--- src/hw/rtl/scc_pkg.sv ---
// Shared types and constants for the stick channel conditioner.
package scc_pkg;

   localparam int CH_W        = 4;
   localparam int SAMPLE_W    = 12;
   localparam int MASK_W      = 10;
   localparam int OUT_W       = 12;
   localparam int DEAD_W      = 10;
   localparam int CSR_IDX_W   = 3;
   localparam int CSR_DATA_W  = 12;
   localparam int REQ_DATA_W  = 24;
   localparam int RSP_DATA_W  = 24;
   localparam int STICK_COUNT = 4;
   localparam int MASK_EXT_W  = 1 << CH_W;
   localparam int VAL_MAX     = 4095;

   // range / 5 as (range * BAND_RECIP) >> BAND_SHIFT, exact for range below 2^18
   localparam int BAND_SHIFT  = 18;
   localparam int BAND_RECIP  = 52429;

   localparam logic [MASK_W-1:0] INVERT_MASK_RST = 10'd1008;
   localparam logic [MASK_W-1:0] ANALOG_MASK_RST = 10'd15;
   localparam logic [OUT_W-1:0]  OUT_LOW_RST     = 12'd204;
   localparam logic [OUT_W-1:0]  OUT_HIGH_RST    = 12'd1844;
   localparam logic [DEAD_W-1:0] DEAD_HALF_RST   = 10'd70;

   typedef enum logic [CSR_IDX_W-1:0] {
      CSR_INVERT_MASK = 3'd0,
      CSR_ANALOG_MASK = 3'd1,
      CSR_CALIBRATING = 3'd2,
      CSR_OUT_LOW     = 3'd3,
      CSR_OUT_HIGH    = 3'd4,
      CSR_DEAD_HALF   = 3'd5
   } csr_index_type;

   typedef struct packed {
      logic [MASK_W-1:0] invert_mask;
      logic [MASK_W-1:0] analog_mask;
      logic              calibrating;
      logic [OUT_W-1:0]  out_low;
      logic [OUT_W-1:0]  out_high;
      logic [DEAD_W-1:0] dead_half;
   } cfg_type;

endpackage

--- src/hw/rtl/scc_cfg_regs.sv ---
// Configuration register file written through the csr port.
module scc_cfg_regs import scc_pkg::*; (
   input  logic                  clock,
   input  logic                  reset,
   input  logic                  csr_wr_en,
   input  logic [CSR_IDX_W-1:0]  csr_index,
   input  logic [CSR_DATA_W-1:0] csr_wr_data,
   output cfg_type               cfg
);

   cfg_type cfg_ff;

   always_ff @(posedge clock) begin
      if (reset) begin
         cfg_ff.invert_mask <= INVERT_MASK_RST;
         cfg_ff.analog_mask <= ANALOG_MASK_RST;
         cfg_ff.calibrating <= 1'b0;
         cfg_ff.out_low     <= OUT_LOW_RST;
         cfg_ff.out_high    <= OUT_HIGH_RST;
         cfg_ff.dead_half   <= DEAD_HALF_RST;
      end else if (csr_wr_en) begin
         case (csr_index_type'(csr_index))
            CSR_INVERT_MASK: cfg_ff.invert_mask <= csr_wr_data[MASK_W-1:0];
            CSR_ANALOG_MASK: cfg_ff.analog_mask <= csr_wr_data[MASK_W-1:0];
            CSR_CALIBRATING: cfg_ff.calibrating <= csr_wr_data[0];
            CSR_OUT_LOW:     cfg_ff.out_low     <= csr_wr_data[OUT_W-1:0];
            CSR_OUT_HIGH:    cfg_ff.out_high    <= csr_wr_data[OUT_W-1:0];
            CSR_DEAD_HALF:   cfg_ff.dead_half   <= csr_wr_data[DEAD_W-1:0];
            default: begin
            end
         endcase
      end
   end

   assign cfg = cfg_ff;

endmodule

--- src/hw/rtl/scc_cal_mem.sv ---
// Per-channel calibration memory holding min and max, with valid bits for reset values.
module scc_cal_mem import scc_pkg::*; #(
   parameter int NUM_CHANNELS = 10,
   parameter int SAMPLE_BITS  = 12,
   localparam int ADDR_W      = $clog2(NUM_CHANNELS)
) (
   input  logic                   clock,
   input  logic                   reset,
   input  logic                   rd_en,
   input  logic [ADDR_W-1:0]      rd_addr,
   input  logic                   wr_en,
   input  logic [ADDR_W-1:0]      wr_addr,
   input  logic [SAMPLE_BITS-1:0] wr_min,
   input  logic [SAMPLE_BITS-1:0] wr_max,
   output logic [SAMPLE_BITS-1:0] rd_min,
   output logic [SAMPLE_BITS-1:0] rd_max
);

   logic [2*SAMPLE_BITS-1:0] mem [NUM_CHANNELS];
   logic [2*SAMPLE_BITS-1:0] rd_data_ff;
   logic [NUM_CHANNELS-1:0]  valid_ff;
   logic                     rd_valid_ff;

   always_ff @(posedge clock) begin
      if (wr_en) begin
         mem[wr_addr] <= {wr_max, wr_min};
      end
      if (rd_en) begin
         rd_data_ff <= mem[rd_addr];
      end
   end

   always_ff @(posedge clock) begin
      if (reset) begin
         valid_ff    <= '0;
         rd_valid_ff <= 1'b0;
      end else begin
         if (wr_en) begin
            valid_ff[wr_addr] <= 1'b1;
         end
         if (rd_en) begin
            rd_valid_ff <= valid_ff[rd_addr];
         end
      end
   end

   // an entry never written reads as the reset calibration: min zero, max all ones
   assign rd_min = rd_valid_ff ? rd_data_ff[SAMPLE_BITS-1:0] : '0;
   assign rd_max = rd_valid_ff ? rd_data_ff[2*SAMPLE_BITS-1:SAMPLE_BITS] : '1;

endmodule

--- src/hw/rtl/scc_divider.sv ---
// Iterative unsigned restoring divider, two quotient bits per cycle.
module scc_divider import scc_pkg::*; #(
   parameter int NUM_W = 24,
   parameter int DEN_W = 12
) (
   input  logic             clock,
   input  logic             reset,
   input  logic             start,
   input  logic [NUM_W-1:0] num,
   input  logic [DEN_W-1:0] den,
   output logic             done,
   output logic [NUM_W-1:0] quo
);

   localparam int STEPS = NUM_W / 2;
   localparam int CNT_W = $clog2(STEPS);

   logic [DEN_W-1:0] rem_ff, rem_in, rem_v;
   logic [NUM_W-1:0] quo_ff, quo_in, quo_v;
   logic [DEN_W-1:0] den_ff;
   logic [DEN_W:0]   trial;
   logic [CNT_W-1:0] cnt_ff;
   logic             busy_ff;
   logic             done_ff;

   always_comb begin
      rem_v = rem_ff;
      quo_v = quo_ff;
      trial = '0;
      for (int i = 0; i < 2; i++) begin
         trial = {rem_v, quo_v[NUM_W-1]};
         quo_v = {quo_v[NUM_W-2:0], 1'b0};
         if (trial >= {1'b0, den_ff}) begin
            trial    = trial - {1'b0, den_ff};
            quo_v[0] = 1'b1;
         end
         rem_v = trial[DEN_W-1:0];
      end
      rem_in = rem_v;
      quo_in = quo_v;
   end

   always_ff @(posedge clock) begin
      if (start) begin
         rem_ff <= '0;
         quo_ff <= num;
         den_ff <= den;
      end else if (busy_ff) begin
         rem_ff <= rem_in;
         quo_ff <= quo_in;
      end
   end

   always_ff @(posedge clock) begin
      if (reset) begin
         busy_ff <= 1'b0;
         done_ff <= 1'b0;
         cnt_ff  <= '0;
      end else if (start) begin
         busy_ff <= 1'b1;
         done_ff <= 1'b0;
         cnt_ff  <= CNT_W'(STEPS - 1);
      end else if (busy_ff) begin
         cnt_ff <= cnt_ff - 1'b1;
         if (cnt_ff == '0) begin
            busy_ff <= 1'b0;
            done_ff <= 1'b1;
         end
      end else begin
         done_ff <= 1'b0;
      end
   end

   assign done = done_ff;
   assign quo  = quo_ff;

endmodule

--- src/hw/rtl/stick_channel_conditioner_unit.sv ---
// Stick channel conditioner: raw select, invert, clamp, map, deadband and calibration update.
// Each request goes through the load, mult, prep, div and finish states before rsp_tvalid;
// the divider gives two quotient bits per step; a zero-width range or bad channel skips it.
// One request at a time: the next is taken once the last result is loaded for the response.
// Reset: synchronous; registers return to their reset values and every calibration entry
// reads as min zero / max all ones at once through per-entry valid bits.
module stick_channel_conditioner_unit import scc_pkg::*; #(
   parameter int NUM_CHANNELS = 10,
   parameter int SAMPLE_BITS  = 12
) (
   input  logic                  clock,
   input  logic                  reset,
   input  logic                  req_tvalid,
   output logic                  req_tready,
   input  logic [REQ_DATA_W-1:0] req_tdata,   // channel[3:0], sample[15:4], level, restart_cal
   output logic                  rsp_tvalid,
   input  logic                  rsp_tready,
   output logic [RSP_DATA_W-1:0] rsp_tdata,   // out_channel[3:0], value[15:4], centered,
                                              // is_up, is_down, cal_changed
   input  logic                  csr_wr_en,
   input  logic [CSR_IDX_W-1:0]  csr_index,
   input  logic [CSR_DATA_W-1:0] csr_wr_data
);

   localparam int S      = SAMPLE_BITS;
   localparam int ADDR_W = $clog2(NUM_CHANNELS);
   localparam int RAW_W  = (S > OUT_W) ? S : OUT_W;
   localparam int PROD_W = S + OUT_W + 2;
   localparam int NUM_W  = ((S + OUT_W + 1) / 2) * 2;
   localparam int BAND_W = S + 17;
   localparam int FLAG_W = S + 3;
   localparam int MID_W  = OUT_W + 2;
   localparam int VAL_W  = NUM_W + 2;

   typedef enum logic [2:0] {
      S_IDLE,
      S_LOAD,
      S_MULT,
      S_PREP,
      S_DIV,
      S_FIN
   } state_type;

   cfg_type cfg;

   state_type               state_ff;
   logic                    rsp_valid_ff;
   logic [RSP_DATA_W-1:0]   rsp_data_ff;

   logic [CH_W-1:0]         req_ch;
   logic                    accept;
   logic [CH_W-1:0]         ch_ff;
   logic [SAMPLE_W-1:0]     sample_ff;
   logic                    level_ff;
   logic                    restart_ff;
   logic                    ch_ok_ff;
   logic                    stick_ff;

   logic [S-1:0]            rd_min, rd_max;
   logic [MASK_EXT_W-1:0]   an_ext, inv_ext;
   logic                    ch_analog, is_inv;
   logic [RAW_W-1:0]        raw, v, mn_r, mx_r;
   logic [S-1:0]            r_s, x_in;
   logic                    grow_lo, grow_hi;
   logic                    wr_en;
   logic [S-1:0]            wr_min, wr_max;
   logic [S-1:0]            x_ff, mn_ff, mx_ff;
   logic                    changed_ff;

   logic signed [S:0]       diff, den_in;
   logic signed [OUT_W:0]   span, span_adj;
   logic signed [PROD_W-1:0] prod_in, prod_ff;
   logic signed [S:0]       den_ff;
   logic [S-1:0]            range_in, range_ff, delta_ff;
   logic [BAND_W-1:0]       band_prod;

   logic signed [FLAG_W-1:0] xs, mns, mxs, hs, ds;
   logic [NUM_W-1:0]        num_mag;
   logic [S-1:0]            den_mag;
   logic                    zero_in, zero_ff, neg_ff;
   logic signed [MID_W-1:0] mid_in, mid_ff;
   logic                    centered_ff, up_ff, down_ff;
   logic                    div_start, div_done;
   logic [NUM_W-1:0]        quo;

   logic signed [NUM_W:0]   qs;
   logic signed [VAL_W-1:0] val, lo_b, hi_b, mid_v, dh_v;
   logic [OUT_W-1:0]        value_out;

   scc_cfg_regs u_cfg (
      .clock       (clock),
      .reset       (reset),
      .csr_wr_en   (csr_wr_en),
      .csr_index   (csr_index),
      .csr_wr_data (csr_wr_data),
      .cfg         (cfg)
   );

   assign req_ch     = req_tdata[3:0];
   assign req_tready = (state_ff == S_IDLE);
   assign accept     = req_tvalid && req_tready;

   scc_cal_mem #(
      .NUM_CHANNELS (NUM_CHANNELS),
      .SAMPLE_BITS  (SAMPLE_BITS)
   ) u_mem (
      .clock   (clock),
      .reset   (reset),
      .rd_en   (accept && ({1'b0, req_ch} < (CH_W + 1)'(NUM_CHANNELS))),
      .rd_addr (req_ch[ADDR_W-1:0]),
      .wr_en   (wr_en),
      .wr_addr (ch_ff[ADDR_W-1:0]),
      .wr_min  (wr_min),
      .wr_max  (wr_max),
      .rd_min  (rd_min),
      .rd_max  (rd_max)
   );

   // raw select, invert and clamp on the calibration just read
   always_comb begin
      an_ext    = MASK_EXT_W'(cfg.analog_mask);
      inv_ext   = MASK_EXT_W'(cfg.invert_mask);
      ch_analog = an_ext[ch_ff];
      is_inv    = inv_ext[ch_ff];
      mn_r      = RAW_W'(rd_min);
      mx_r      = RAW_W'(rd_max);
      if (ch_analog) begin
         raw = RAW_W'(S'(sample_ff));
      end else begin
         raw = level_ff ? RAW_W'(cfg.out_low) : RAW_W'(cfg.out_high);
      end
      if (is_inv) begin
         v = (raw > mx_r) ? mx_r : (mx_r - raw);
      end else begin
         v = raw;
      end
      if (mn_r > v) begin
         x_in = rd_min;
      end else if (mx_r < v) begin
         x_in = rd_max;
      end else begin
         x_in = S'(v);
      end
   end

   // calibration write-back; results keep the old min and max
   always_comb begin
      r_s     = S'(raw);
      grow_lo = cfg.calibrating && (rd_min > r_s);
      grow_hi = cfg.calibrating && !grow_lo && (rd_max < r_s);
      wr_en   = (state_ff == S_LOAD) && ch_ok_ff && (restart_ff || grow_lo || grow_hi);
      if (restart_ff) begin
         wr_min = ch_analog ? r_s : S'(cfg.out_low);
         wr_max = ch_analog ? r_s : S'(cfg.out_high);
      end else begin
         wr_min = grow_lo ? r_s : rd_min;
         wr_max = grow_hi ? r_s : rd_max;
      end
   end

   // map product and band width
   always_comb begin
      diff      = signed'({1'b0, x_ff}) - signed'({1'b0, mn_ff});
      den_in    = signed'({1'b0, mx_ff}) - signed'({1'b0, mn_ff});
      span      = signed'({1'b0, cfg.out_high}) - signed'({1'b0, cfg.out_low});
      prod_in   = PROD_W'(diff) * PROD_W'(span);
      range_in  = mx_ff - mn_ff;
      band_prod = BAND_W'(range_ff) * BAND_W'(BAND_RECIP);
   end

   // flags, divider operands and output mid-point
   always_comb begin
      xs       = FLAG_W'(x_ff);
      mns      = FLAG_W'(mn_ff);
      mxs      = FLAG_W'(mx_ff);
      ds       = FLAG_W'(delta_ff);
      hs       = mns + FLAG_W'(range_ff >> 1);
      num_mag  = prod_ff[PROD_W-1] ? NUM_W'(-prod_ff) : NUM_W'(prod_ff);
      den_mag  = den_ff[S] ? S'(-den_ff) : S'(den_ff);
      zero_in  = (den_ff == '0);
      // halve toward zero
      span_adj = span + (OUT_W + 1)'(span[OUT_W]);
      mid_in   = MID_W'(signed'({1'b0, cfg.out_low})) + MID_W'(span_adj >>> 1);
   end

   assign div_start = (state_ff == S_PREP) && !zero_in;

   scc_divider #(
      .NUM_W (NUM_W),
      .DEN_W (S)
   ) u_div (
      .clock (clock),
      .reset (reset),
      .start (div_start),
      .num   (num_mag),
      .den   (den_mag),
      .done  (div_done),
      .quo   (quo)
   );

   // offset, deadband and saturate
   always_comb begin
      qs    = neg_ff ? -signed'({1'b0, quo}) : signed'({1'b0, quo});
      if (zero_ff) begin
         val = VAL_W'(signed'({1'b0, cfg.out_low}));
      end else begin
         val = VAL_W'(signed'({1'b0, cfg.out_low})) + VAL_W'(qs);
      end
      mid_v = VAL_W'(mid_ff);
      dh_v  = VAL_W'(signed'({1'b0, cfg.dead_half}));
      lo_b  = mid_v - dh_v;
      hi_b  = mid_v + dh_v;
      if (stick_ff && (lo_b < val) && (val < hi_b)) begin
         val = mid_v;
      end
      if (val < 0) begin
         value_out = '0;
      end else if (val > VAL_W'(VAL_MAX)) begin
         value_out = OUT_W'(VAL_MAX);
      end else begin
         value_out = OUT_W'(val);
      end
   end

   always_ff @(posedge clock) begin
      if (accept) begin
         ch_ff      <= req_ch;
         sample_ff  <= req_tdata[15:4];
         level_ff   <= req_tdata[16];
         restart_ff <= req_tdata[17];
         ch_ok_ff   <= ({1'b0, req_ch} < (CH_W + 1)'(NUM_CHANNELS));
         stick_ff   <= (req_ch < CH_W'(STICK_COUNT));
      end
      if (state_ff == S_LOAD) begin
         x_ff       <= x_in;
         mn_ff      <= rd_min;
         mx_ff      <= rd_max;
         changed_ff <= !restart_ff && (grow_lo || grow_hi);
      end
      if (state_ff == S_MULT) begin
         prod_ff  <= prod_in;
         den_ff   <= den_in;
         range_ff <= range_in;
      end
      if (state_ff == S_PREP) begin
         delta_ff <= S'(band_prod >> BAND_SHIFT);
      end
      if (state_ff == S_PREP) begin
         neg_ff  <= prod_ff[PROD_W-1] ^ den_ff[S];
         zero_ff <= zero_in;
         mid_ff  <= mid_in;
      end
      if (state_ff == S_DIV) begin
         centered_ff <= !((xs < hs - ds) || (xs > hs + ds));
         up_ff       <= xs > mxs - ds;
         down_ff     <= xs < mns + ds;
      end
   end

   always_ff @(posedge clock) begin
      if (reset) begin
         state_ff     <= S_IDLE;
         rsp_valid_ff <= 1'b0;
      end else begin
         // the finish state reloads the result itself
         if (rsp_valid_ff && rsp_tready && (state_ff != S_FIN)) begin
            rsp_valid_ff <= 1'b0;
         end
         case (state_ff)
            S_IDLE: begin
               if (req_tvalid) begin
                  state_ff <= S_LOAD;
               end
            end
            S_LOAD: begin
               state_ff <= ch_ok_ff ? S_MULT : S_FIN;
            end
            S_MULT: begin
               state_ff <= S_PREP;
            end
            S_PREP: begin
               state_ff <= S_DIV;
            end
            S_DIV: begin
               // band flags settle here; a zero-width range needs no quotient
               if (zero_ff || div_done) begin
                  state_ff <= S_FIN;
               end
            end
            S_FIN: begin
               if (!rsp_valid_ff || rsp_tready) begin
                  rsp_valid_ff <= 1'b1;
                  if (ch_ok_ff) begin
                     rsp_data_ff <= {4'b0000, changed_ff, down_ff, up_ff, centered_ff,
                                     value_out, ch_ff};
                  end else begin
                     rsp_data_ff <= {(RSP_DATA_W - CH_W)'(0), ch_ff};
                  end
                  state_ff <= S_IDLE;
               end
            end
            default: begin
               state_ff <= S_IDLE;
            end
         endcase
      end
   end

   assign rsp_tvalid = rsp_valid_ff;
   assign rsp_tdata  = rsp_data_ff;

endmodule

--- config.mk ---
export PLATFORM = sky130hd
export DESIGN_NAME = stick_channel_conditioner_unit
export DESIGN_NICKNAME = d
export VERILOG_FILES = /design/src/hw/rtl/scc_pkg.sv /design/src/hw/rtl/scc_cfg_regs.sv /design/src/hw/rtl/scc_cal_mem.sv /design/src/hw/rtl/scc_divider.sv /design/src/hw/rtl/stick_channel_conditioner_unit.sv
export SDC_FILE = /design/constraint.sdc
export NUM_CORES = 2
export LEC_CHECK = 0
export BUFFER_PORTS_ARGS = -buffer_cell sky130_fd_sc_hd__buf_4
export CORE_MARGIN = 3
export CORE_UTILIZATION = 65
export DETAILED_ROUTE_END_ITERATION = 8
export PLACE_DENSITY = 0.82
export SLEW_MARGIN = 20
export SYNTH_ARGS = -nofsm -noshare
export SYNTH_HDL_FRONTEND = slang
export SYNTH_SLANG_ARGS = --single-unit
export TNS_END_PERCENT = 1
--- constraint.sdc ---
create_clock -name clock -period 9.75 [get_ports clock]
set_input_delay 1.4625 -clock clock [delete_from_list [all_inputs] [get_ports clock]]
set_output_delay 1.4625 -clock clock [all_outputs]
set_load 0.05 [all_outputs]
Word level (Yosys, flattened, before mapping):

Memory sizes are Yosys's and may differ from the RTL's. A register that Yosys moved wholly into a read port is not among the register bits.
Index checks and enable logic that the tools add are counted.

* logic and storage cells: 193
* memories kept: 1
* bits in writable memories: 240
* register bits after elaboration: 285

Memory list
* u_mem.mem: depth 10, bits a word 24, rd ports 1, clocked after memory_dff 1, write ports 1, line scc_cal_mem.sv:19 `logic [2*SAMPLE_BITS-1:0] mem [NUM_CHANNELS];`

* reductions and logical operators: 41
* muxes and demuxes: 49
* $add $sub $neg: 21
* eq/ne operators: 14
* $lt $le $gt $ge: 20
* bitwise operators: 5
* $mul: 2

Operators by type and width (number)
* $mux W12: 18
* $mux W24: 3
* $mux W26: 2
* $sub A12 B12 Y12: 4
* $sub A12 B12 Y13: 3
* $gt A12 B12 Y1: 3
* $mul A12 B16 Y28 const B: 1
* $add A13 B25 Y26: 1
* $ge A13 B12 Y1: 2
* $gt A26 B13 Y1 const B: 1
* $lt A15 B26 Y1: 1
* $lt A26 B1 Y1 const B: 1
* $lt A26 B15 Y1: 1
* $mul A13 B13 Y26: 1
* $mux W25: 1
* $neg A24 Y25: 1
* $lt A12 B12 Y1: 2
* $neg A24 Y24: 1
* $pmux W3 S6: 1
* $add A14 B11 Y15: 1
* $sub A14 B11 Y15: 1
* $add A13 B10 Y14: 1
* $add A13 B12 Y14: 1
* $gt A12 B14 Y1: 1
* 39 further kinds: 99

Depth between registers and ports, before layout:

* depth after elaboration: 12
* gate-level depth with buffers: 34
* mapped depth without buffers: 33

Hierarchy:

From an unflattened synthesis, not the netlist that was laid out.

* cell total of the unflattened synthesis: 3983
* area, all modules: 42844.8 um2

By module, submodules not included
* stick_channel_conditioner_unit: cells an instance 2989, times used 1, area an instance 26674.3 um2
* scc_cal_mem: cells an instance 447, times used 1, area an instance 10501.3 um2
* scc_divider: cells an instance 335, times used 1, area an instance 3459.6 um2
* scc_cfg_regs: cells an instance 212, times used 1, area an instance 2209.6 um2

Worst setup path before layout:

No wires, ideal clock.

* kind: register -> register
* start point: reg x_ff[0]
* end point: reg prod_ff[23] (data pin)
* setup slack: 1603 ps
* buffers on the path: 0
* arrival time: 7890 ps
* clock period less this slack: 8147 ps
* stages on the path, launching flop included: 31
* required time: 9492 ps
* cells stage by stage: edfxtp_1 inv_1 ha_1 inv_1 fa_1 a21o_1 a21oi_1 o21bai_1 a21oi_1 o21bai_1 a21oi_1 o21bai_1 a21oi_1 nor2_1 a211oi_1 nor2b_1 fa_1 fa_1 inv_1 fa_1 fa_1 inv_1 fa_1 ha_1 o41ai_1 o21ai_0 nor3_1 o31ai_1 a41oi_1 nor2b_1 xnor2_1

* longest elaborated chain between the ends: 2

RTL lines
* from (decl): line stick_channel_conditioner_unit.sv:67 `logic [S-1:0] x_ff, mn_ff, mx_ff;`
* from (signal assigned): line stick_channel_conditioner_unit.sv:235 `x_ff <= x_in;`
* $sub A12 B12 Y13: line stick_channel_conditioner_unit.sv:163 `diff = signed'({1'b0, x_ff}) - signed'({1'b0, mn_ff});`
* $mul A13 B13 Y26: line stick_channel_conditioner_unit.sv:166 `prod_in = PROD_W'(diff) * PROD_W'(span);`
* via prod_in[23]: line stick_channel_conditioner_unit.sv:72 `logic signed [PROD_W-1:0] prod_in, prod_ff;`
* to (signal assigned): line stick_channel_conditioner_unit.sv:241 `prod_ff <= prod_in;`
* to (decl): line stick_channel_conditioner_unit.sv:72

The timed path passes the listed nets, and every way through them passes these cells.
A chain may end at the register's enable or synchronous reset.

Worst setup path after layout:

Same ends and word-level chain as after synthesis.

==> out/qor.yml <==
clock_network:
  worstSkewPairLatency_ns: 0.64
  clock_path_buffers: 3
  path_clk_slew_ns: 0.06
  cts_resized: 0
  h-tree-depth: 2
  cts_root_buf: "clkbuf_16"
  cts_num_sinks: 532
  cts_hold_buf: 0
  numCtsBuffers: 56
  post_cts_buffers: 0
  cts_tree: "built"
die:
  start_util_pct: 66.2
  ios: 70
  fp-row-count: 92
  core_mm2: 0.0634
  die-area_mm2: 0.0677
  chipWidth_um: 260
  die_h_um: 260
global_route:
  antenna_found_initial: 1
  grt_pass1_vias: 30292
  grt_max_degree: 55
  grt_pass1_wl_mm: 161
  overflow: 0
  track_usage_pct: 30.5
flow_run:
  drv_cap: 0
place:
  post-dp-hpwl_mm: 77.3
  placed_area_mm2: 0.0435
  place.gp.congestion: 0.959
  port_buffers: 59
sta:
  fin_crit_sh_pct: 93.1
  worst_slew_pin_slew_ns: 1.06
  fin_crit_ns: 9.08
  maxSlewViolCount: 0
  rsz0062_at_grt: "false"
  fin_skew_ns: 0.0477
  relSlewSlack_pct: 28.9
  finalSetupViolCount: 0
  tns_ns: 0
  hold_viol: 0
  fmax_mhz: 110
worst_setup_path:
  crit_type: "reg -> reg"
  required_ns: 10.14
  endpoint_kind: "flip-flop"
  critPathMaxFanout: 8
  crit_slowest_cell: "fa_1"
  max_stage_delay_ns: 0.53
  crit_top_cell: "fa_1"
  critPathArrivalTime_ns: 9.47
  crit_path_start_kind: "flip-flop"
drt:
  wl_met1_mm: 41.1
  vias_per_cell: 6.07
  drc: 0
  wl_met3_mm: 7.38
  top_layer: "met5"
  num_vias: 29923
  finalWirelength_mm: 102
  met2WireLength_mm: 49.0
  first_iter_violations: 2296
  firstDrtPassIters: 5
  wl_per_cell_um: 20.7
  ant_nets: 0
yosys:
  synthArstFlopShare_pct: 0
  synth_edf_count: 444
  ys_seq_elements: 532
  yosys_most_used_dff: "edfxtp_1"
  synth_area_per_cell_um2: 10.5
  synthCells: 3982
  synth_area_mm2: 0.0420
  netlist-cell-type-count: 98
  ys_seq_area_share_pct: 36.0
  yosys_warnings: 0
layout:
  syn2layout_area_growth_pct: 8.04
  final_common_cell: "ha_1"
  final_util_pct: 71.5
  drive_above_1_share_pct: 9.53
  final_cell_mix: "ha_1 (454), edfxtp_1 (444), inv_1 (440)"
  stdcell_area_mm2: 0.0453
  final_nets: 4754
hold_path:
  hold_path.class: "reg -> reg"
outcome:
  status: "completed"
==> flip-flops by register name (all words and copies together) (netlist names), 13 cells and up <==
signal            flops
u_mem.mem           240
u_cfg.cfg            55
prod_ff              25
u_div.quo            24
u_mem.rd_data_ff     24
rsp_tdata            20
mid_ff               14
den_ff               13
==> cells by family (layout without fill, tap and decap cells) <==
kind of cell / after synthesis / in the layout / share of synthesized area [%]
and+or+nand+nor: 1005 / 1005 / 11.5
buffers and inverters: 568 / 666 / 5.17
xor gates and xnor gates: 262 / 262 / 5.49
adders and majority gates: 677 / 677 / 24.1
AOI/OAI and AO/OA: 744 / 744 / 11.3
DFF: 532 / 532 / 36.0
muxes: 193 / 193 / 6.39
other: 1 / 5 / 0.00894
==> critical path, delay by kind of cell, from the launching register on <==
family                     cells  cell delay (ns)
AOI/OAI and AO/OA             11             2.86
xor gates and xnor gates       2             0.57
adders and majority gates      9             3.77
buffers and inverters          5             0.35
DFF                            1             0.39
and+or+nand+nor                4             0.85
==> Yosys cell counts, drive strengths merged, types with 26 or more instances <==
cell	count	area share, %
clkbuf	100	0.89
fa	220	10
nand3	27	0.32
nand4	36	0.57
nor3	57	0.69
o21a	39	0.70
and2	26	0.39
o21bai	34	0.61
edfxtp	444	32
ha	454	14
xnor2	171	3.6
nor2	241	2.2
nand2b	45	0.67
nor2b	115	1.7
a21oi	239	2.9
dfxtp	88	4.2
mux2i	84	2.0
xor2	91	1.9
nand2	345	3.1
or3	31	0.47
inv	441	3.9
mux2	55	1.5
mux4	54	2.9
a211oi	46	0.82
a21o	62	1.1
o21ai	168	2.0
==> layer usage <==
metal  global-route usage (%)  vias up
li1                         -    14089
met1                     39.5    14463
met2                     51.5     1104
met3                     4.59      265
met4                     12.7        2
met5                        0        -
==> final timing paths <==
path                              startpoint                    endpoint  slack (ns)  depth (start not counted)
setup / recovery           x_ff[0]$_DFFE_PN_       prod_ff[23]$_DFFE_PP_        0.67                         31
hold / removal    u_cfg.cfg[43]$_SDFFE_PP0P_  u_cfg.cfg[43]$_SDFFE_PP0P_        0.46                          2
setup reg to reg           x_ff[0]$_DFFE_PN_       prod_ff[23]$_DFFE_PP_        0.67                         31
hold reg to reg   u_cfg.cfg[43]$_SDFFE_PP0P_  u_cfg.cfg[43]$_SDFFE_PP0P_        0.46                          2
==> area by class of cell <==
cell class	instances	area, um2
Antenna cell	1	2.50
Clock buffer	68	1510
Clock inverter	37	327
Fill cell	4471	18100
Inverter	444	1670
Multi-Input combinational cell	2885	24800
Sequential cell	532	15100
Tap cell	846	1060
Timing Repair Buffer	117	878
==> stage by stage <==
step,setup slack (ns),hold WS (ns),std cells
2_1_floorplan,1.60,0.421,3985
6_report,0.675,0.460,4930
3_3_place_gp,0.946,0.441,4824
4_1_cts,0.676,0.458,4929
3_5_place_dp,0.717,0.449,4824
5_1_grt,0.137,0.476,4929
Power is left out: the tool's default activity adds up to more than one toggle a clock period on the data nets, which glitch-free logic cannot reach.
